$ cat src/rtl/accel_tilt_angle_core_assert.svh
// Assertion macros for the tilt angle core.
// Used by accel_tilt_angle_core; expects clk and rst_n in scope.
`ifndef ACCEL_TILT_ANGLE_CORE_ASSERT_SVH
`define ACCEL_TILT_ANGLE_CORE_ASSERT_SVH

`ifndef SYNTHESIS
`define ATA_ASSERT_IMP(lbl, ante, cons) \
  lbl: assert property (@(posedge clk) disable iff (!rst_n) (ante) |-> cons) \
    else $error("tilt core assertion failed");
`define ATA_ASSERT_NXT(lbl, ante, cons) \
  lbl: assert property (@(posedge clk) disable iff (!rst_n) (ante) |=> cons) \
    else $error("tilt core assertion failed");
`else
`define ATA_ASSERT_IMP(lbl, ante, cons)
`define ATA_ASSERT_NXT(lbl, ante, cons)
`endif

`endif

$ cat src/rtl/atil_pkg.sv
// Shared types and constants for the tilt angle core.
// No dependencies.
package atil_pkg;

  localparam int SAMPLE_W   = 16;
  localparam int MAG_W      = SAMPLE_W;
  localparam int SQ_W       = 2 * MAG_W;
  localparam int SUM_W      = SQ_W;
  localparam int SQ_FRAC    = 8;
  localparam int RAD_W      = SUM_W + 2 * SQ_FRAC;
  localparam int ROOT_W     = RAD_W / 2;
  localparam int REM_W      = ROOT_W + 2;
  localparam int OPND_W     = MAG_W + SQ_FRAC;
  localparam int SQRT_PER   = 2;
  localparam int SQRT_STAGES = ROOT_W / SQRT_PER;

  localparam int ANG_STEPS  = 16;
  localparam int CORDIC_PER = 2;
  localparam int CORDIC_STAGES = ANG_STEPS / CORDIC_PER;
  localparam int CX_W       = OPND_W + 3;
  localparam int Z_W        = 19;
  localparam int ZM_W       = Z_W - 1;

  localparam int DEG_W      = 22;
  localparam logic [DEG_W-1:0] DEG_SCALE = DEG_W'(3756841);
  localparam int DEG_SHIFT  = 32;
  localparam int PROD_W     = ZM_W + DEG_W + 1;
  localparam int DEGI_W     = PROD_W - DEG_SHIFT;
  localparam logic [DEGI_W-1:0] DEG_MAX = DEGI_W'(90);

  localparam int LATENCY    = 2 + SQRT_STAGES + 1 + CORDIC_STAGES + 2;

  localparam logic signed [Z_W-1:0] ATAN_TAB [ANG_STEPS] = '{
    51472, 30385, 16055, 8150, 4091, 2047, 1024, 512,
    256, 128, 64, 32, 16, 8, 4, 2
  };

  typedef enum logic [1:0] {
    OP_Z    = 2'd0,
    OP_X    = 2'd1,
    OP_Y    = 2'd2,
    OP_NONE = 2'd3
  } op_t;

  typedef struct packed {
    logic signed [SAMPLE_W-1:0] accel_x;
    logic signed [SAMPLE_W-1:0] accel_y;
    logic signed [SAMPLE_W-1:0] accel_z;
    logic [1:0]                 op;
  } in_t;

  typedef struct packed {
    logic signed [7:0] angle_deg;
    logic              degenerate;
  } out_t;

  typedef struct packed {
    logic              none;
    logic              neg;
    logic              root_num;
    logic [OPND_W-1:0] plain;
  } meta_t;

  typedef struct packed {
    logic none;
    logic neg;
    logic degen;
    logic zero;
    logic full;
  } flag_t;

endpackage

$ cat src/rtl/atil_cordic.sv
// Operand setup and pipelined vectoring CORDIC, two iterations per stage.
// Depends on atil_pkg.
module atil_cordic import atil_pkg::*; (
  input  logic                  clk,
  input  logic                  rst_n,
  input  logic                  r_valid,
  input  logic [ROOT_W-1:0]     r_root,
  input  meta_t                 r_meta,
  output logic                  c_valid,
  output logic signed [Z_W-1:0] c_angle,
  output flag_t                 c_flags
);

  logic [OPND_W-1:0]     num, den;
  flag_t                 flg_nxt, flg0_r;
  logic signed [CX_W-1:0] x0_r, y0_r;
  logic                  v0_r;

  logic signed [CX_W-1:0] x_in [CORDIC_STAGES];
  logic signed [CX_W-1:0] y_in [CORDIC_STAGES];
  logic signed [Z_W-1:0]  z_in [CORDIC_STAGES];
  flag_t                  f_in [CORDIC_STAGES];
  logic                   v_in [CORDIC_STAGES];
  logic signed [CX_W-1:0] x_nxt [CORDIC_STAGES];
  logic signed [CX_W-1:0] y_nxt [CORDIC_STAGES];
  logic signed [Z_W-1:0]  z_nxt [CORDIC_STAGES];
  logic signed [CX_W-1:0] x_r [CORDIC_STAGES];
  logic signed [CX_W-1:0] y_r [CORDIC_STAGES];
  logic signed [Z_W-1:0]  z_r [CORDIC_STAGES];
  flag_t                  f_r [CORDIC_STAGES];
  logic                   v_r [CORDIC_STAGES];

  always_comb begin
    num = r_meta.root_num ? r_root : r_meta.plain;
    den = r_meta.root_num ? r_meta.plain : r_root;
    flg_nxt.none  = r_meta.none;
    flg_nxt.neg   = r_meta.neg;
    flg_nxt.degen = (num == '0) && (den == '0);
    flg_nxt.zero  = (num == '0);
    flg_nxt.full  = (den == '0);
  end

  always_ff @(posedge clk) begin
    if (!rst_n) begin
      v0_r <= 1'b0;
    end else begin
      v0_r <= r_valid;
    end
  end

  always_ff @(posedge clk) begin
    x0_r   <= CX_W'(den);
    y0_r   <= CX_W'(num);
    flg0_r <= flg_nxt;
  end

  assign x_in[0] = x0_r;
  assign y_in[0] = y0_r;
  assign z_in[0] = '0;
  assign f_in[0] = flg0_r;
  assign v_in[0] = v0_r;

  for (genvar g = 0; g < CORDIC_STAGES; g++) begin : g_stage
    if (g > 0) begin : g_link
      assign x_in[g] = x_r[g-1];
      assign y_in[g] = y_r[g-1];
      assign z_in[g] = z_r[g-1];
      assign f_in[g] = f_r[g-1];
      assign v_in[g] = v_r[g-1];
    end

    always_comb begin
      logic signed [CX_W-1:0] x, y, nx, ny;
      logic signed [Z_W-1:0]  z;
      x = x_in[g];
      y = y_in[g];
      z = z_in[g];
      for (int t = 0; t < CORDIC_PER; t++) begin
        if (y > 0) begin
          nx = x + (y >>> (g * CORDIC_PER + t));
          ny = y - (x >>> (g * CORDIC_PER + t));
          z  = z + ATAN_TAB[g * CORDIC_PER + t];
        end else if (y < 0) begin
          nx = x - (y >>> (g * CORDIC_PER + t));
          ny = y + (x >>> (g * CORDIC_PER + t));
          z  = z - ATAN_TAB[g * CORDIC_PER + t];
        end else begin
          nx = x;
          ny = y;
        end
        x = nx;
        y = ny;
      end
      x_nxt[g] = x;
      y_nxt[g] = y;
      z_nxt[g] = z;
    end

    always_ff @(posedge clk) begin
      if (!rst_n) begin
        v_r[g] <= 1'b0;
      end else begin
        v_r[g] <= v_in[g];
      end
    end

    always_ff @(posedge clk) begin
      x_r[g] <= x_nxt[g];
      y_r[g] <= y_nxt[g];
      z_r[g] <= z_nxt[g];
      f_r[g] <= f_in[g];
    end
  end

  assign c_valid = v_r[CORDIC_STAGES-1];
  assign c_angle = z_r[CORDIC_STAGES-1];
  assign c_flags = f_r[CORDIC_STAGES-1];

endmodule

$ cat config.mk
export PLATFORM = sky130hd
export DESIGN_NAME = atil_cordic
export DESIGN_NICKNAME = d
export VERILOG_FILES = /design/src/rtl/accel_tilt_angle_core_assert.svh /design/src/rtl/atil_pkg.sv /design/src/rtl/atil_cordic.sv
export SDC_FILE = /design/constraint.sdc
export NUM_CORES = 2
export LEC_CHECK = 0
export BUFFER_PORTS_ARGS = -buffer_cell sky130_fd_sc_hd__buf_2
export CAP_MARGIN = 20
export CORE_MARGIN = 3
export CORE_UTILIZATION = 26
export DETAILED_ROUTE_END_ITERATION = 8
export GPL_TIMING_DRIVEN = 0
export HOLD_SLACK_MARGIN = 0.06
export PLACE_DENSITY = 0.5
export SYNTH_ARGS = -nofsm -noshare
export SYNTH_HDL_FRONTEND = slang
export SYNTH_SLANG_ARGS = --single-unit
$ cat constraint.sdc
create_clock -name clk -period 15.6 [get_ports clk]
set_input_delay 2.34 -clock clk [delete_from_list [all_inputs] [get_ports clk]]
set_output_delay 2.34 -clock clk [all_outputs]
set_load 0.05 [all_outputs]
==> impl_metrics.toml <==
[timing]
max_freq_ghz = 0.107
fin_crit_sh = 0.602
rsz0062_at_grt = "false"
slew_violations = 0
slew_headroom = 0.111
final.setup_skew_ns = 0.0778
setup_viol = 0
period_needed_ns = 9.39
worstMarginPinSlew_ns = 1.33
setup_tns_ns = 0
finalHoldViolCount = 0

[cts]
cts_tree = "built"
cts_sinks = 609
postCtsSetupBuffers = 0
cts_buffer_depth = 4
holdBufCountCts = 0
numCtsBuffers = 84
clk_pin_slew_ns = 0.06
clk_latency_ns = 0.84
cts_root_buffer = "clkbuf_16"
cts.htree.levels = 3
ctsResizeCount = 0

[placed_design]
dp_hpwl_mm = 320
portBuffers = 77
place_congestion = 0.955

[job]
maxCapViolations = 0

[yosys]
synth_top_area_share = 0.193
synth_cell_type_count = 97
postSynthCellCount = 13400
yosys_warnings = 0
ys_seq_area_frac = 0.127
async_flop_share = 0
synth.top_cells.by_area = "ha_1, dfxtp_1, a21oi_1, nor2_1, inv_1"
synthFlopType = "dfxtp_1"
syn_area_um2 = 95900
syn_area_per_cell_um2 = 7.15
synth_edf_count = 0
ys_ff_latch = 609
synth_top_area_cell = "ha_1"

[worst_setup_path]
critPathLaunchType = "flip-flop"
crit_path_frequent_cell = "clkbuf_1"
crit_path_start = "y_r[4][26]"
critPathTopFamily = "compound AO/OA/AOI/OAI gates"
worstPathRequired_ns = 16.29
max_stage_delay_ns = 0.84
slowest_stage = "a2111oi_0"
worstSetupEndpointType = "flip-flop"
timing.rr.start = "y_r[4][26]"
critPathKind = "reg -> reg"
worstPathBufferInverterCount = 8
arrival_ns = 10.08
path_max_fanout = 17

[global_routing]
gr-total-overflow = 0
grt_max_degree = 23
gr-usage-all-layers = 0.200
grt_pass1_wl_mm = 590
grt_pass1_vias = 94500
antenna_found_initial = 11

[route]
via_count = 101000
viasPerCell = 5.49
drc = 0
drt_iter0_drc = 10100
ant_nets = 0
wirelength_mm = 395
wl_per_cell_um = 21.4
dr.pass1.iters = 6

[floorplan]
ios = 79
dieArea_um2 = 376000
initial_core_util = 0.262
die_w_um = 613
core.rowCount = 222
core_area_um2 = 366000
chipHeight_um = 613

[layout]
layout_commonest_cell = "ha_1"
finalNetCount = 15200
final_layout_size_suffix_gt1_frac = 0.0375
final_cell_mix = "ha_1, nor2_1, inv_1"
area_growth_pct = 9.99
fill_cells = 40300

[outcome]
status = "finished, final reports clean"

[worst_hold_path]
hold_path.class = "reg -> reg"
hold_start = "z_r[0][38]"
==> cell type report <==
type | instances | area [um2] | share of cell area
tap | 4816 | 6030 | 0.0571
antenna | 7 | 17.5 | 0.000166
multi-input combinational | 10900 | 76400 | 0.725
inverter | 1306 | 4900 | 0.0465
timing repair buffer | 103 | 633 | 0.00600
sequential | 609 | 12200 | 0.116
buffer | 630 | 2430 | 0.0231
clock inverter | 41 | 567 | 0.00537
clock buffer | 104 | 2280 | 0.0216
==> path summary, 6_finish.rpt <==
kind | end | slack [ns] | cells past startpoint
setup / recovery | y_r[5][26] | 6.21 | 28
hold / removal | z_r[0][57] | 0.32 | 0
setup reg to reg | y_r[5][26] | 6.21 | 28
hold reg to reg | z_r[0][57] | 0.32 | 0
==> registers in the layout, summed over array words and instances (netlist names) <==
name / count
z_r: 143
x_r: 175
y_r: 189
x0_r: 24
f_r: 40
y0_r: 24
f_in: 5
v0_r: 1
v_r: 8
==> routing by layer <==
| layer | vias to the layer above | GRT usage | part of all wire |
|---|---|---|---|
| li1 | 49100 | - | - |
| met1 | 48300 | 0.283 | 0.47 |
| met2 | 3510 | 0.316 | 0.43 |
| met3 | 532 | 0.0213 | 0.062 |
| met4 | 4 | 0.0615 | 0.033 |
| met5 | - | 0 | 0.000084 |
==> per-stage QoR <==
| stage | setup slack [ns] | hold WS, ns | utilization | cells | cell area, um2 |
|---|---|---|---|---|---|
| 2_1_floorplan | 8.37 | 0.310 | - | 13400 | 95900 |
| 3_3_place_gp | 5.15 | 0.310 | 0.279 | 18300 | 102000 |
| 3_5_place_dp | 5.95 | 0.312 | 0.280 | 18300 | 103000 |
| 4_1_cts | 5.93 | 0.325 | 0.288 | 18500 | 105000 |
| 5_1_grt | 5.72 | 0.329 | 0.288 | 18500 | 105000 |
| 6_report | 6.21 | 0.323 | 0.288 | 18500 | 105000 |
==> cell families (layout without fill, tap and decap cells) <==
kind of cell / count (synthesis) / in the layout / share of synthesized area
other cells: 1 / 9 / 0.0000391
mux: 103 / 103 / 0.0115
fa+ha+maj: 1537 / 1537 / 0.205
xor+xnor: 650 / 650 / 0.0594
simple gates: 4026 / 4026 / 0.201
buf+inv: 1936 / 2184 / 0.0765
flops: 609 / 609 / 0.127
compound gates: 4553 / 4553 / 0.319
==> synthesized netlist by cell type, drive strengths merged, types with 191 or more instances <==
cell    number
ha        1483
nor2      1432
inv       1298
a21oi     1283
nand2      750
o21ai      630
dfxtp      609
clkbuf     544
xnor2      459
nor3       395
o21bai     292
a31oi      265
nand3      256
a21o       244
xor2       191
Power is not shown: default switching activity piles up to over one toggle a cycle in this logic, so the estimate is an artifact.
