`src/rtl/accel_tilt_angle_core_assert.svh`:
```
// Assertion macros for the tilt angle core.
// Used by accel_tilt_angle_core; expects clk and rst_n in scope.
`ifndef ACCEL_TILT_ANGLE_CORE_ASSERT_SVH
`define ACCEL_TILT_ANGLE_CORE_ASSERT_SVH

`ifndef SYNTHESIS
`define ATA_ASSERT_IMP(lbl, ante, cons) \
  lbl: assert property (@(posedge clk) disable iff (!rst_n) (ante) |-> cons) \
    else $error("tilt core assertion failed");
`define ATA_ASSERT_NXT(lbl, ante, cons) \
  lbl: assert property (@(posedge clk) disable iff (!rst_n) (ante) |=> cons) \
    else $error("tilt core assertion failed");
`else
`define ATA_ASSERT_IMP(lbl, ante, cons)
`define ATA_ASSERT_NXT(lbl, ante, cons)
`endif

`endif

```
`src/rtl/atil_pkg.sv`:
```
// Shared types and constants for the tilt angle core.
// No dependencies.
package atil_pkg;

  localparam int SAMPLE_W   = 16;
  localparam int MAG_W      = SAMPLE_W;
  localparam int SQ_W       = 2 * MAG_W;
  localparam int SUM_W      = SQ_W;
  localparam int SQ_FRAC    = 8;
  localparam int RAD_W      = SUM_W + 2 * SQ_FRAC;
  localparam int ROOT_W     = RAD_W / 2;
  localparam int REM_W      = ROOT_W + 2;
  localparam int OPND_W     = MAG_W + SQ_FRAC;
  localparam int SQRT_PER   = 2;
  localparam int SQRT_STAGES = ROOT_W / SQRT_PER;

  localparam int ANG_STEPS  = 16;
  localparam int CORDIC_PER = 2;
  localparam int CORDIC_STAGES = ANG_STEPS / CORDIC_PER;
  localparam int CX_W       = OPND_W + 3;
  localparam int Z_W        = 19;
  localparam int ZM_W       = Z_W - 1;

  localparam int DEG_W      = 22;
  localparam logic [DEG_W-1:0] DEG_SCALE = DEG_W'(3756841);
  localparam int DEG_SHIFT  = 32;
  localparam int PROD_W     = ZM_W + DEG_W + 1;
  localparam int DEGI_W     = PROD_W - DEG_SHIFT;
  localparam logic [DEGI_W-1:0] DEG_MAX = DEGI_W'(90);

  localparam int LATENCY    = 2 + SQRT_STAGES + 1 + CORDIC_STAGES + 2;

  localparam logic signed [Z_W-1:0] ATAN_TAB [ANG_STEPS] = '{
    51472, 30385, 16055, 8150, 4091, 2047, 1024, 512,
    256, 128, 64, 32, 16, 8, 4, 2
  };

  typedef enum logic [1:0] {
    OP_Z    = 2'd0,
    OP_X    = 2'd1,
    OP_Y    = 2'd2,
    OP_NONE = 2'd3
  } op_t;

  typedef struct packed {
    logic signed [SAMPLE_W-1:0] accel_x;
    logic signed [SAMPLE_W-1:0] accel_y;
    logic signed [SAMPLE_W-1:0] accel_z;
    logic [1:0]                 op;
  } in_t;

  typedef struct packed {
    logic signed [7:0] angle_deg;
    logic              degenerate;
  } out_t;

  typedef struct packed {
    logic              none;
    logic              neg;
    logic              root_num;
    logic [OPND_W-1:0] plain;
  } meta_t;

  typedef struct packed {
    logic none;
    logic neg;
    logic degen;
    logic zero;
    logic full;
  } flag_t;

endpackage

```
`src/rtl/atil_sqrt.sv`:
```
// Pipelined digit-by-digit square root, two result bits per stage.
// Depends on atil_pkg.
module atil_sqrt import atil_pkg::*; (
  input  logic              clk,
  input  logic              rst_n,
  input  logic              s_valid,
  input  logic [SUM_W-1:0]  s_val,
  input  meta_t             s_meta,
  output logic              r_valid,
  output logic [ROOT_W-1:0] r_root,
  output meta_t             r_meta
);

  logic [RAD_W-1:0]  rad_in   [SQRT_STAGES];
  logic [ROOT_W-1:0] root_in  [SQRT_STAGES];
  logic [REM_W-1:0]  rem_in   [SQRT_STAGES];
  meta_t             meta_in  [SQRT_STAGES];
  logic              v_in     [SQRT_STAGES];
  logic [RAD_W-1:0]  rad_nxt  [SQRT_STAGES];
  logic [ROOT_W-1:0] root_nxt [SQRT_STAGES];
  logic [REM_W-1:0]  rem_nxt  [SQRT_STAGES];
  logic [RAD_W-1:0]  rad_r    [SQRT_STAGES];
  logic [ROOT_W-1:0] root_r   [SQRT_STAGES];
  logic [REM_W-1:0]  rem_r    [SQRT_STAGES];
  meta_t             meta_r   [SQRT_STAGES];
  logic              v_r      [SQRT_STAGES];

  assign rad_in[0]  = {s_val, {(2 * SQ_FRAC){1'b0}}};
  assign root_in[0] = '0;
  assign rem_in[0]  = '0;
  assign meta_in[0] = s_meta;
  assign v_in[0]    = s_valid;

  for (genvar g = 0; g < SQRT_STAGES; g++) begin : g_stage
    if (g > 0) begin : g_link
      assign rad_in[g]  = rad_r[g-1];
      assign root_in[g] = root_r[g-1];
      assign rem_in[g]  = rem_r[g-1];
      assign meta_in[g] = meta_r[g-1];
      assign v_in[g]    = v_r[g-1];
    end

    always_comb begin
      logic [RAD_W-1:0]  rad;
      logic [ROOT_W-1:0] root;
      logic [REM_W-1:0]  rem;
      logic [REM_W+1:0]  tmp;
      logic [REM_W+1:0]  trial;
      rad  = rad_in[g];
      root = root_in[g];
      rem  = rem_in[g];
      for (int t = 0; t < SQRT_PER; t++) begin
        tmp   = {rem, rad[RAD_W-1 -: 2]};
        rad   = rad << 2;
        trial = {2'b00, root, 2'b01};
        if (tmp >= trial) begin
          rem  = REM_W'(tmp - trial);
          root = {root[ROOT_W-2:0], 1'b1};
        end else begin
          rem  = REM_W'(tmp);
          root = {root[ROOT_W-2:0], 1'b0};
        end
      end
      rad_nxt[g]  = rad;
      root_nxt[g] = root;
      rem_nxt[g]  = rem;
    end

    always_ff @(posedge clk) begin
      if (!rst_n) begin
        v_r[g] <= 1'b0;
      end else begin
        v_r[g] <= v_in[g];
      end
    end

    always_ff @(posedge clk) begin
      rad_r[g]  <= rad_nxt[g];
      root_r[g] <= root_nxt[g];
      rem_r[g]  <= rem_nxt[g];
      meta_r[g] <= meta_in[g];
    end
  end

  assign r_valid = v_r[SQRT_STAGES-1];
  assign r_root  = root_r[SQRT_STAGES-1];
  assign r_meta  = meta_r[SQRT_STAGES-1];

endmodule

```
`config.mk`:
```
export PLATFORM = sky130hd
export DESIGN_NAME = atil_sqrt
export DESIGN_NICKNAME = d
export VERILOG_FILES = /design/src/rtl/accel_tilt_angle_core_assert.svh /design/src/rtl/atil_pkg.sv /design/src/rtl/atil_sqrt.sv
export SDC_FILE = /design/constraint.sdc
export NUM_CORES = 2
export LEC_CHECK = 0
export BUFFER_PORTS_ARGS = -buffer_cell sky130_fd_sc_hd__buf_2
export CORE_AREA = 2 2 299 301
export DETAILED_ROUTE_END_ITERATION = 6
export DIE_AREA = 0 0 301 303
export HOLD_SLACK_MARGIN = 0.08
export PLACE_DENSITY = 0.69
export SETUP_SLACK_MARGIN = 0.02
export SLEW_MARGIN = 20
export SYNTH_ARGS = -nofsm -noshare
export SYNTH_HDL_FRONTEND = slang
export SYNTH_SLANG_ARGS = --single-unit
```
`constraint.sdc`:
```
create_clock -name clk -period 6.3 [get_ports clk]
set_input_delay 0 -clock clk [delete_from_list [all_inputs] [get_ports clk]]
set_output_delay 0 -clock clk [all_outputs]
set_load 0.02 [all_outputs]
```
==> impl.org <==
** Run status
- The flow ran to the end, and the final reports show no timing, DRC or antenna violations.

** Synth
- Cell type contributing the most total cell area after synthesis :: dfxtp_1
- Counting flops and latches in the post-synthesis netlist gives 870.
- Synthesized netlist cell count :: between 4k and 5k
- Number of distinct standard cells referenced by the synthesized netlist :: 100
- dfxtp_1 is the most common cell in the netlist.
- The commonest cells after synthesis are dfxtp_1, nor2_1, a21oi_1.
- Largest cells by area after synthesis :: dfxtp_1, ha_1, xnor2_1, a21oi_1, nor2_1
- Share of the synthesized area in the top cell type :: ~44%
- Area of the mapped netlist :: roughly 0.039 mm^2
- Of all flip-flops after synthesis, the portion carrying an async set or reset was 0%.
- Number of enable flip-flop cells after synthesis :: 0
- Each instance of the synthesized netlist takes up on average ~9.4 um^2.
- Yosys warning count :: 0
- After synthesis, flip-flops and latches occupy between 40% and 50% of the total area.
- Among all flip-flop cells after synthesis, the most frequent one is dfxtp_1.

** Global route
- All-layer global routing usage :: around a fifth
- First-pass GRT wire length :: between 100000 and 150000 um
- Via count of the first global-routing pass :: roughly 29k
- Entering global routing, the biggest net connects 36 pins.
- The initial antenna violation count came to 1.
- Grt ovf :: 0

** Timing
- Slack of the critical path :: around 240 ps
- Share of the clock period used by the worst path after layout :: a little over nine tenths
- The number of hold violations in the final report was 0.
- Slew headroom :: roughly 31%
- Worst Tran Pin Value :: 1020 ps
- Setup violations remaining at the end of the flow were counted as 0.
- For this run, the top clock speed supported by timing is about 0.17 GHz.
- The number of slew-limit violations in the final report was 0.
- Final worst path period need :: 6060 ps
- Skew final :: approximately 58 ps

** Die
- Initial cell density of the core :: around 45%
- between 100 and 150 I/O pins were placed.
- Core outline area :: roughly 0.09 mm^2
- Die Outline Area :: a little over 0.09 mm^2
- Die extent in y :: just over 300 um
- The floorplan has about 110 rows.
- Width of the die :: around 300 um

** Critical path
- Depth of the worst register-to-register path :: 24
- Maximum fanout along the worst path :: 14
- Category of the most critical setup path :: flop to flop
- STA classifies the critical path startpoint as a flop.
- Sort of element at the end of the critical path :: flop
- At the worst endpoint, the arrival time is ~6600 ps.
- Endpoint required time on the critical path :: just under 7000 ps

** Routing
- Routed length per instance :: about 16 um
- Total routed wirelength :: ~91000 um
- For this block, the initial DRC count from the detailed router was about 2.0k.
- The first detailed-routing pass took 6 iterations.
- Using the TritonRoute via totals, the vias-per-cell ratio works out to between 5 and 6.
- The routed layout has approximately 30k vias.
- Antenna violation net count after detailed routing :: 0
- In the routed design, unresolved DRC markers number 0.

** Power
- Net Sw Power :: 5.68 mW
- Leakage :: ~21 nW
- For this design the ratio of total power to cell area is 378 mW/mm^2.
- Combinational cells account for around 28% of the total power.
- Total power for the finished layout comes to around 17 mW.
- The share of total power dissipated in the clock network is 31.2%.
- Net switching is around a third of the power.
- Maximum resistive drop on vdd :: 0.270 mV
- Sequential cells burn between 40% and 50% of the power.
- The internal portion of the total power is 11.6 mW.

** Place
- Worst setup slack after placement :: -252 ps
- At the end of routability-driven placement, the weighted congestion stood at 0.927.
- Buffers placed on the I/O ports in this run total 113.
- HPWL reported at the end of detailed placement :: 68300 um

** Clock network
- CTS saw 870 sinks.
- TritonCTS built the clock tree.
- The clock passes through at most 3 buffers.
- Clock latency of the later-clocked register in the worst-skew pair :: a little under 700 ps
- Buffer type at the clock tree root :: clkbuf_16
- CTS H-Tree Depth :: 3
- After clock tree synthesis, the clock-pin slew on the worst setup and hold paths is about 70 ps.
- Total clock buffers created by CTS :: just under 90

** Worst hold path
- The path class of the tightest hold or removal check is primary input to flop.
- The worst hold path was traced through 3 stages.

** Finish
- Of the cells placed in the final design, the portion with a size suffix greater than 1 is around a tenth.
- Net count, final :: roughly 4.8k
- Relative to the synthesized area, the layout overhead comes to 16.9%.
- Fill cells in the final layout number slightly below 8k.
- Core utilization of the finished layout :: between 50 and 60%

** Flow run
- The tool flagged a number of max-cap violations equal to 0.
worst max-delay path, stage by stage (launching register included):
cell and delay [ps]:
dfxtp_1 360, ha_1 240, fa_1 410, a21o_1 210, a21oi_2 180, o21bai_1 100, o221a_2 310, o21a_1 200
a31o_2 300, or2_2 350, mux2_2 300, ha_1 290, a21oi_2 200, o21bai_2 140, a2111oi_4 360, nor3b_2 110
o21a_1 200, o21a_1 200, o211ai_1 360, a31oi_2 180, nand2_1 170, and2_1 220, clkinvlp_4 120, buf_12 160
mux2_2 270
final cells by class:
class	instances	area (um^2)	area share [%]
flip-flops and latches	870	17400	38.1
clock inverters	45	691	1.51
repair buffers	283	2200	4.80
inverters	274	1030	2.26
well taps	1165	1460	3.18
diodes	1	2.50	0.00547
clock buffers	112	2420	5.29
multi-input cells	2934	20500	44.9
cell families after synthesis:
logic type	Yosys count	share of synthesized area, %
AND/OR/NAND/NOR	1202	15.8
flip-flops	870	44.5
XOR/XNOR	364	8.14
adder cells (fa/ha/maj)	306	9.85
AO/OA/AOI/OAI	976	15.8
buffers and inverters	357	3.50
multiplexers	84	2.40
other	1	0.00958
routing by layer:
layer	track usage (%)	vias to the layer above	share of wire [%]
li1	-	15200	-
met1	26.3	14000	47
met2	32.3	691	46
met3	2.91	142	4.7
met4	6.46	0	2.6
met5	0	-	0
layout by cell type, fill, tap and decap left out, drive strengths merged, types with 116 or more instances in the layout:
cell / n
a21o: 116
a21oi: 309
buf: 159
dfxtp: 870
dlygate4sd3: 124
ha: 302
inv: 280
nand2: 259
nor2: 326
o21ai: 213
xnor2: 240
xor2: 124
power groups by stage:
stage | Combinational, mW | Clock [mW] | Sequential (mW)
floorplan | 3.86 | 0 | 6.83
global placement | 4.64 | 0 | 7.12
detailed placement | 4.70 | 0 | 7.13
CTS | 4.80 | 5.55 | 7.02
global route | 5.47 | 5.79 | 7.12
finish | 4.89 | 5.40 | 7.03
registers in the layout, summed over array words and instances, names as in the netlist:
signal  flops
root_r    156
rad_r     112
v_r        12
meta_r    324
rem_r     266
timing repair:
item,4_1_cts,5_1_grt
pin swaps,1,13
endpoints found under the setup margin,56,83
resized for setup,8,33
cloned,0,0
hold endpoints to repair,78,0
hold buffers,124,0
setup buffers,2,2
stage by stage:
step / std cells / hold slack (ps) / cell area [um^2] / TNS (ps)
finish: 5684 / 171 / 45800 / 0
global route: 5683 / 158 / 45800 / -208
CTS: 5681 / 88.9 / 45600 / 0
detailed placement: 5398 / 104 / 41200 / -6030
global placement: 5398 / 102 / 41200 / -1170
floorplan: 4161 / 27.7 / 39200 / 0
path summary, 6_finish.rpt:
kind                      from            to  slack, ps
setup / recovery   rem_r[4][0]  rem_r[4][36]        240
hold / removal       s_val[28]   rem_r[0][0]        170
setup reg to reg   rem_r[4][0]  rem_r[4][36]        240
hold reg to reg   rad_r[1][30]  rad_r[2][34]        270
(Power assumes the default switching activity.)
