===== src/rtl/accel_tilt_angle_core_assert.svh =====
// Assertion macros for the tilt angle core.
// Used by accel_tilt_angle_core; expects clk and rst_n in scope.
`ifndef ACCEL_TILT_ANGLE_CORE_ASSERT_SVH
`define ACCEL_TILT_ANGLE_CORE_ASSERT_SVH

`ifndef SYNTHESIS
`define ATA_ASSERT_IMP(lbl, ante, cons) \
  lbl: assert property (@(posedge clk) disable iff (!rst_n) (ante) |-> cons) \
    else $error("tilt core assertion failed");
`define ATA_ASSERT_NXT(lbl, ante, cons) \
  lbl: assert property (@(posedge clk) disable iff (!rst_n) (ante) |=> cons) \
    else $error("tilt core assertion failed");
`else
`define ATA_ASSERT_IMP(lbl, ante, cons)
`define ATA_ASSERT_NXT(lbl, ante, cons)
`endif

`endif


===== src/rtl/atil_pkg.sv =====
// Shared types and constants for the tilt angle core.
// No dependencies.
package atil_pkg;

  localparam int SAMPLE_W   = 16;
  localparam int MAG_W      = SAMPLE_W;
  localparam int SQ_W       = 2 * MAG_W;
  localparam int SUM_W      = SQ_W;
  localparam int SQ_FRAC    = 8;
  localparam int RAD_W      = SUM_W + 2 * SQ_FRAC;
  localparam int ROOT_W     = RAD_W / 2;
  localparam int REM_W      = ROOT_W + 2;
  localparam int OPND_W     = MAG_W + SQ_FRAC;
  localparam int SQRT_PER   = 2;
  localparam int SQRT_STAGES = ROOT_W / SQRT_PER;

  localparam int ANG_STEPS  = 16;
  localparam int CORDIC_PER = 2;
  localparam int CORDIC_STAGES = ANG_STEPS / CORDIC_PER;
  localparam int CX_W       = OPND_W + 3;
  localparam int Z_W        = 19;
  localparam int ZM_W       = Z_W - 1;

  localparam int DEG_W      = 22;
  localparam logic [DEG_W-1:0] DEG_SCALE = DEG_W'(3756841);
  localparam int DEG_SHIFT  = 32;
  localparam int PROD_W     = ZM_W + DEG_W + 1;
  localparam int DEGI_W     = PROD_W - DEG_SHIFT;
  localparam logic [DEGI_W-1:0] DEG_MAX = DEGI_W'(90);

  localparam int LATENCY    = 2 + SQRT_STAGES + 1 + CORDIC_STAGES + 2;

  localparam logic signed [Z_W-1:0] ATAN_TAB [ANG_STEPS] = '{
    51472, 30385, 16055, 8150, 4091, 2047, 1024, 512,
    256, 128, 64, 32, 16, 8, 4, 2
  };

  typedef enum logic [1:0] {
    OP_Z    = 2'd0,
    OP_X    = 2'd1,
    OP_Y    = 2'd2,
    OP_NONE = 2'd3
  } op_t;

  typedef struct packed {
    logic signed [SAMPLE_W-1:0] accel_x;
    logic signed [SAMPLE_W-1:0] accel_y;
    logic signed [SAMPLE_W-1:0] accel_z;
    logic [1:0]                 op;
  } in_t;

  typedef struct packed {
    logic signed [7:0] angle_deg;
    logic              degenerate;
  } out_t;

  typedef struct packed {
    logic              none;
    logic              neg;
    logic              root_num;
    logic [OPND_W-1:0] plain;
  } meta_t;

  typedef struct packed {
    logic none;
    logic neg;
    logic degen;
    logic zero;
    logic full;
  } flag_t;

endpackage


===== src/rtl/atil_prep.sv =====
// Input stages: magnitudes, operand selection, squares, sum of squares.
// Depends on atil_pkg.
module atil_prep import atil_pkg::*; (
  input  logic             clk,
  input  logic             rst_n,
  input  logic             in_valid,
  input  in_t              in_item,
  output logic             sum_valid,
  output logic [SUM_W-1:0] sum,
  output meta_t            sum_meta
);

  logic [MAG_W-1:0] mx, my, mz, ma, mb;
  logic [SQ_W-1:0]  sq_a_nxt, sq_b_nxt, sq_a_r, sq_b_r;
  meta_t            meta_nxt, meta1_r, meta2_r;
  logic             v1_r, v2_r;
  logic [SUM_W-1:0] sum_nxt, sum_r;

  always_comb begin
    mx = in_item.accel_x[SAMPLE_W-1] ? MAG_W'(-in_item.accel_x) : MAG_W'(in_item.accel_x);
    my = in_item.accel_y[SAMPLE_W-1] ? MAG_W'(-in_item.accel_y) : MAG_W'(in_item.accel_y);
    mz = in_item.accel_z[SAMPLE_W-1] ? MAG_W'(-in_item.accel_z) : MAG_W'(in_item.accel_z);
    meta_nxt.none     = 1'b0;
    meta_nxt.root_num = 1'b0;
    unique case (op_t'(in_item.op))
      OP_Z: begin
        ma = mx;
        mb = my;
        meta_nxt.plain    = {mz, {SQ_FRAC{1'b0}}};
        meta_nxt.neg      = in_item.accel_z[SAMPLE_W-1];
        meta_nxt.root_num = 1'b1;
      end
      OP_X: begin
        ma = my;
        mb = mz;
        meta_nxt.plain = {mx, {SQ_FRAC{1'b0}}};
        meta_nxt.neg   = in_item.accel_x[SAMPLE_W-1];
      end
      OP_Y: begin
        ma = mx;
        mb = mz;
        meta_nxt.plain = {my, {SQ_FRAC{1'b0}}};
        meta_nxt.neg   = in_item.accel_y[SAMPLE_W-1];
      end
      default: begin
        ma = '0;
        mb = '0;
        meta_nxt.plain = '0;
        meta_nxt.neg   = 1'b0;
        meta_nxt.none  = 1'b1;
      end
    endcase
    sq_a_nxt = SQ_W'(ma) * SQ_W'(ma);
    sq_b_nxt = SQ_W'(mb) * SQ_W'(mb);
    sum_nxt  = SUM_W'(sq_a_r) + SUM_W'(sq_b_r);
  end

  always_ff @(posedge clk) begin
    if (!rst_n) begin
      v1_r <= 1'b0;
      v2_r <= 1'b0;
    end else begin
      v1_r <= in_valid;
      v2_r <= v1_r;
    end
  end

  always_ff @(posedge clk) begin
    sq_a_r  <= sq_a_nxt;
    sq_b_r  <= sq_b_nxt;
    meta1_r <= meta_nxt;
    sum_r   <= sum_nxt;
    meta2_r <= meta1_r;
  end

  assign sum_valid = v2_r;
  assign sum       = sum_r;
  assign sum_meta  = meta2_r;

endmodule


===== config.mk =====
export PLATFORM = sky130hd
export DESIGN_NAME = atil_prep
export DESIGN_NICKNAME = d
export VERILOG_FILES = /design/src/rtl/accel_tilt_angle_core_assert.svh /design/src/rtl/atil_pkg.sv /design/src/rtl/atil_prep.sv
export SDC_FILE = /design/constraint.sdc
export NUM_CORES = 1
export LEC_CHECK = 0
export BUFFER_PORTS_ARGS = -buffer_cell sky130_fd_sc_hd__buf_2
export CAP_MARGIN = 15
export CORE_MARGIN = 8
export CORE_UTILIZATION = 29
export DETAILED_ROUTE_END_ITERATION = 8
export PLACE_DENSITY = 0.56
export REMOVE_ABC_BUFFERS = 1
export SLEW_MARGIN = 20
export SYNTH_ARGS = -nofsm -noshare
export SYNTH_HDL_FRONTEND = slang
export SYNTH_SLANG_ARGS = --single-unit

===== constraint.sdc =====
create_clock -name clk -period 11.2 [get_ports clk]
set_input_delay 0 -clock clk [delete_from_list [all_inputs] [get_ports clk]]
set_output_delay 0 -clock clk [all_outputs]
set_load 0.005 [all_outputs]

==> impl_metrics.env, run 1 <==
export IMPL_clk_latency_ns=0.44
export IMPL_fmax_ghz=0.118
export IMPL_synth_area_mm2=0.0202
export IMPL_cap_violations=0
export IMPL_netlist_instances=2256
export IMPL_worstMarginPinSlew_ns=1.02
export IMPL_rsz0062_at_grt="false"
export IMPL_cts_buffers=17
export IMPL_cts_htree_levels=4
export IMPL_wirelength_um=57100
export IMPL_hold_path_class="in2reg"
export IMPL_drive_gt1_share_pct=8.30
export IMPL_cts_clk_slew_worst_paths_ns=0.07
export IMPL_crit_start="in_item[2]"
export IMPL_power_leakage_nw=11.7
export IMPL_cts_resized_gates=0
export IMPL_multiInputGateArea_mm2=0.0155
export IMPL_final_common_cell="inv_1"
export IMPL_globalRouteTotalUtil_pct=14.8
export IMPL_io_buffers=104
export IMPL_ys_seq_area_share_pct=13.3
export IMPL_antenna_found_initial=13
export IMPL_min_period_ns=8.49
export IMPL_cp_top_family="adder cells"
export IMPL_place_worst_setup_slack_ns=2.87
export IMPL_holdCritStartpoint="in_item[5]"
export IMPL_cts_root_buf="clkbuf_16"
export IMPL_dieArea_mm2=0.0785
export IMPL_via_per_inst=4.77
export IMPL_grt_ovfl_total=0
export IMPL_syn_area_per_cell_um2=8.97
export IMPL_crit_slowest_cell="a2111oi_0"
export IMPL_path_class="in2reg"
export IMPL_grt_pass1_vias=16200
export IMPL_maxSlewHeadroom_pct=31.9
export IMPL_gp_congestion=0.908
export IMPL_fp_dieW_um=280
export IMPL_rr_startpoint="sq_a_r[3]"
export IMPL_cp_end_kind="flip-flop"
export IMPL_worst_slack_ns=2.71
export IMPL_grt_max_degree=41
export IMPL_vdd_drop_max_mv=0.142
export IMPL_fin_setup_tns_ns=0
export IMPL_yosysTopAreaCell="fa_1"
export IMPL_cts_hold_buf=6
export IMPL_fill_cells=7320
export IMPL_first_iter_violations=1069
export IMPL_drtAntennaViolNets=0
export IMPL_synth_top_cell_area_share_pct=32.5
export IMPL_synth_cell_types=81
export IMPL_cts_max_path_buffers=2
export IMPL_reg2reg_slack_ns=8.02
export IMPL_cts_setup_buffers=0
export IMPL_synth_edf_count=0
export IMPL_layout_nets=2948
export IMPL_syn2layout_area_growth_pct=11.0
export IMPL_startpoint_type="input pin"
export IMPL_max_stage_delay_ns=0.59
export IMPL_cts_sinks=134
export IMPL_synth_area_top_cells="fa_1 (32%), ha_1 (14%), dfxtp_1 (13%)"
export IMPL_worstPathRequired_ns=11.57
export IMPL_rows=97
export IMPL_crit_buf_inv=8
export IMPL_cp_arrival_ns=8.86
export IMPL_worst_clock_skew_ns=0.0104
export IMPL_p_per_area_mw_per_mm2=217
export IMPL_ios=113
export IMPL_vias=15700
export IMPL_finalCoreUtilization_pct=32.3
export IMPL_ys_ff_latch=134
export IMPL_drc=0
export IMPL_synthFlopType="dfxtp_1"
export IMPL_wl_per_cell_um=17.3
export IMPL_slew_viol_final=0
export IMPL_async_flop_share_pct=0
export IMPL_final_cell_mix="inv_1 (465), fa_1 (328), ha_1 (229)"
export IMPL_final_cells=3297
export IMPL_grt_pass1_wl_um=90400
export IMPL_cts_tree="done"
export IMPL_synth_warning_count=0
export IMPL_core_mm2=0.0695
export IMPL_firstDrtPassIters=5
export IMPL_dp_hpwl_um=48600
export IMPL_initial_core_util_pct=29.1
export IMPL_seq_area_mm2=0.00268
export IMPL_outcome="finished, final reports clean"
export IMPL_placed_cells=3252
export IMPL_period_share_pct=75.8
export IMPL_finalHoldViolations=0
export IMPL_critPathMaxFanout=8
export IMPL_die_h_um=280
export IMPL_finalSetupViolCount=0
-- area by class of cell --
cell class | count | area share [%]
Clock buffer | 17 | 1.90
Inverter | 469 | 7.84
Tap cell | 940 | 5.24
Antenna cell | 7 | 0.0780
Clock inverter | 15 | 0.797
Multi-Input combinational cell | 1590 | 69.1
Sequential cell | 134 | 12.0
Timing Repair Buffer | 125 | 3.09
-- state kept, by name (all words and copies together), names as in the netlist --
signal	count
meta1_r	19
sq_b_r	31
sum_meta	19
sum_valid	1
v1_r	1
sum	32
sq_a_r	31
-- power by group --
part,total (W),switching [W],internal (W)
Combinational,0.00354,0.00215,0.00140
Sequential,0.000742,0.0000635,0.000679
Clock,0.000585,0.000265,0.000320
Total,0.00487,0.00248,0.00240
-- worst min-delay path, cell delays in order --
cell and delay (ns):
buf_2 0.12, xnor2_1 0.10, a22oi_1 0.15, a21oi_1 0.09
-- Yosys cell counts (4+ instances only) --
cell	n
mux2_2	4
nand4_1	10
dfxtp_1	134
a21o_1	42
nor2_1	174
o21ai_1	11
or2_2	11
xor2_1	37
nand2_1	195
o31ai_1	10
ha_1	230
nand3_1	25
nor2b_1	18
and2_1	17
clkbuf_1	53
a21oi_1	88
a222oi_1	7
clkinv_1	4
nand2b_1	29
o21a_1	12
and3_1	7
o21ai_0	43
o41ai_1	5
nor3_1	28
xnor2_1	99
a22o_1	11
o211ai_1	7
buf_1	5
fa_1	328
a31oi_1	17
a22oi_1	23
buf_4	9
inv_1	465
nor4_1	4
a211oi_1	7
o21bai_1	15
-- metrics by stage --
stage | area [um^2] | hold slack [ns] | total power (W)
floorplan | 20000 | 0.122 | 0.00330
global placement | 21800 | 0.206 | 0.00426
detailed placement | 21800 | 0.216 | 0.00424
CTS | 22400 | 0.0326 | 0.00487
global route | 22400 | 0.0722 | 0.00538
finish | 22400 | 0.0676 | 0.00487
-- cells by family (layout without fill, tap and decap cells) --
| group | after synthesis | in the layout | synth area share [%] |
|---|---|---|---|
| muxes | 6 | 6 | 0.322 |
| other | 1 | 15 | 0.0185 |
| adders and majority gates | 558 | 558 | 46.7 |
| and+or+nand+nor | 548 | 548 | 12.5 |
| buffers and inverters | 539 | 626 | 10.2 |
| AOI/OAI and AO/OA | 334 | 334 | 11.1 |
| xor gates and xnor gates | 136 | 136 | 5.89 |
| DFF | 134 | 134 | 13.3 |
-- per-layer routing --
layer | global-route usage (%) | vias to the layer above | part of all wire, %
met3 | 4.01 | 68 | 9.0
met1 | 21.1 | 7829 | 46
met5 | 0 | - | 0.072
li1 | - | 7304 | -
met4 | 3.48 | 6 | 2.1
met2 | 22.1 | 512 | 43
-- path summary, 6_finish.rpt --
path,endpoint,cells past startpoint
worst max-delay path,sq_b_r[28],30
worst min-delay path,meta1_r[11],4
worst min register to register,sum_meta[26],0
worst max register to register,sum[31],9
No activity file was read; power rests on OpenSTA's default activity.
==> run 2, diff against run 1 <==
Settings changed: PLACE_DENSITY 0.56 to 0.57.
Clock period 11.2 ns to 6.8 ns, I/O delays scaled along.
==> impl_metrics.env, run 2 (synthesis results as in run 1) <==
export IMPL_outcome="finished, final reports clean"
export IMPL_finalSetupViolCount=0
export IMPL_final_cell_mix="buf_4 (471), inv_1 (465), fa_1 (328)"
export IMPL_cap_violations=0
export IMPL_cp_end_kind="flip-flop"
export IMPL_path_class="in2reg"
export IMPL_cts_sinks=134
export IMPL_min_period_ns=6.55
export IMPL_dieArea_mm2=0.0785
export IMPL_grt_pass1_wl_um=96200
export IMPL_drtAntennaViolNets=0
export IMPL_reg2reg_slack_ns=3.65
export IMPL_grt_ovfl_total=0
export IMPL_largest_reg_flops=32
export IMPL_wirelength_um=61000
export IMPL_cp_arrival_ns=6.97
export IMPL_rows=97
export IMPL_crit_cells=30
export IMPL_clk_latency_ns=0.47
export IMPL_critPathMaxFanout=4
export IMPL_endpoint="sq_b_r[29]"
export IMPL_first_iter_violations=1081
export IMPL_p_per_area_mw_per_mm2=358
export IMPL_worst_clock_skew_ns=0.0187
export IMPL_io_buffers=104
export IMPL_cp_top_family="adder cells"
export IMPL_timing_rr_end="sum[31]"
export IMPL_final_common_cell="buf_4"
export IMPL_r2r_cells=9
export IMPL_fp_dieW_um=280
export IMPL_cts_htree_levels=4
export IMPL_cts_tree="done"
export IMPL_finalCoreUtilization_pct=37.8
export IMPL_rsz0062_at_grt="true"
export IMPL_cts_root_buf="clkbuf_16"
export IMPL_vdd_drop_max_mv=0.309
export IMPL_period_share_pct=96.4
export IMPL_startpoint_type="input pin"
export IMPL_crit_buf_inv=10
export IMPL_vias=17100
export IMPL_grt_max_degree=23
export IMPL_cts_buffers=17
export IMPL_max_stage_delay_ns=0.55
export IMPL_worstPathRequired_ns=7.21
export IMPL_maxSlewHeadroom_pct=57.2
export IMPL_dp_hpwl_um=53600
export IMPL_antenna_found_initial=6
export IMPL_cts_max_path_buffers=2
export IMPL_wl_per_cell_um=16.3
export IMPL_rr_startpoint="sq_a_r[3]"
export IMPL_power_leakage_nw=14.1
export IMPL_crit_top_cell="fa_1"
export IMPL_ios=113
export IMPL_crit_start="in_item[20]"
export IMPL_fill_cells=7077
export IMPL_firstDrtPassIters=6
export IMPL_die_h_um=280
export IMPL_layout_nets=3409
export IMPL_cts_clk_slew_worst_paths_ns=0.09
export IMPL_slew_viol_final=0
export IMPL_drive_gt1_share_pct=25.0
export IMPL_fmax_ghz=0.153
export IMPL_power_w=0.00940
export IMPL_initial_core_util_pct=29.1
export IMPL_crit_slowest_cell="fa_1"
export IMPL_hold_path_class="in2reg"
export IMPL_finalHoldViolations=0
export IMPL_core_mm2=0.0695
export IMPL_globalRouteTotalUtil_pct=15.8
export IMPL_via_per_inst=4.55
export IMPL_grt_pass1_vias=17500
export IMPL_gp_congestion=0.936
export IMPL_syn2layout_area_growth_pct=29.9
export IMPL_drc=0
export IMPL_worstMarginPinSlew_ns=0.638
[run 2: repair_timing]
action / 4_1_cts / 5_1_grt
buffers inserted: 0 / 5
pin swaps: 0 / 23
endpoints found under the setup margin: 8 / 25
resized for setup: 5 / 61
hold endpoints to repair: 3 / 0
hold buffers: 4 / 0
[run 2: per-layer routing]
metal	GRT usage (%)	routed length [um]	vias to the layer above
li1	-	-	8233
met1	22.4	28700	8238
met2	23.9	25900	516
met3	3.72	4730	92
met4	4.20	1650	0
met5	0	0	-
[run 2: worst reg2reg max path, delay by kind of cell, from the launching register on]
kind            cells  cell delay [ns]
compound gates      6             2.05
xor+xnor            1             0.20
simple gates        1             0.14
flops               1             0.32
fa+ha+maj           1             0.34
[run 2: worst min-delay path by stage]
| stage | start | endpoint | slack, ns | cells after the start |
|---|---|---|---|---|
| floorplan | rst_n | sum_valid | 0.12 | 1 |
| global placement | in_valid | v1_r | 0.22 | 2 |
| detailed placement | in_valid | v1_r | 0.22 | 2 |
| CTS | in_item[18] | meta1_r[8] | 0.02 | 4 |
| global route | in_item[18] | meta1_r[8] | 0.08 | 4 |
| finish | in_item[18] | meta1_r[8] | 0.03 | 4 |
[run 2: area by class of cell]
| type | count | area [um^2] | share of cell area, % |
|---|---|---|---|
| inverters | 469 | 1760 | 6.70 |
| repair buffers | 586 | 4240 | 16.1 |
| clock buffers | 17 | 425 | 1.62 |
| flip-flops and latches | 134 | 2680 | 10.2 |
| well taps | 940 | 1180 | 4.48 |
| clock inverters | 15 | 184 | 0.700 |
| diodes | 1 | 2.50 | 0.00952 |
| multi-input cells | 1590 | 15800 | 60.2 |
[run 2: stage by stage]
stage	setup slack [ns]	cell area, um^2	hold slack, ns	instances	setup TNS (ns)
2_1_floorplan	-0.566	20000	0.122	2193	-5.42
3_3_place_gp	-0.586	25300	0.218	3710	-8.71
3_5_place_dp	-0.668	25300	0.216	3710	-8.63
4_1_cts	0.0245	26000	0.0207	3746	0
5_1_grt	-0.0681	26300	0.0771	3751	-0.287
6_report	0.248	26300	0.0318	3752	0
[run 2: power breakdown]
part	switching, W	internal (W)	leakage (nW)
logic	0.00386	0.00333	12.6
clock network	0.000455	0.000527	0.295
registers	0.000107	0.00112	1.12
total	0.00442	0.00497	14.1
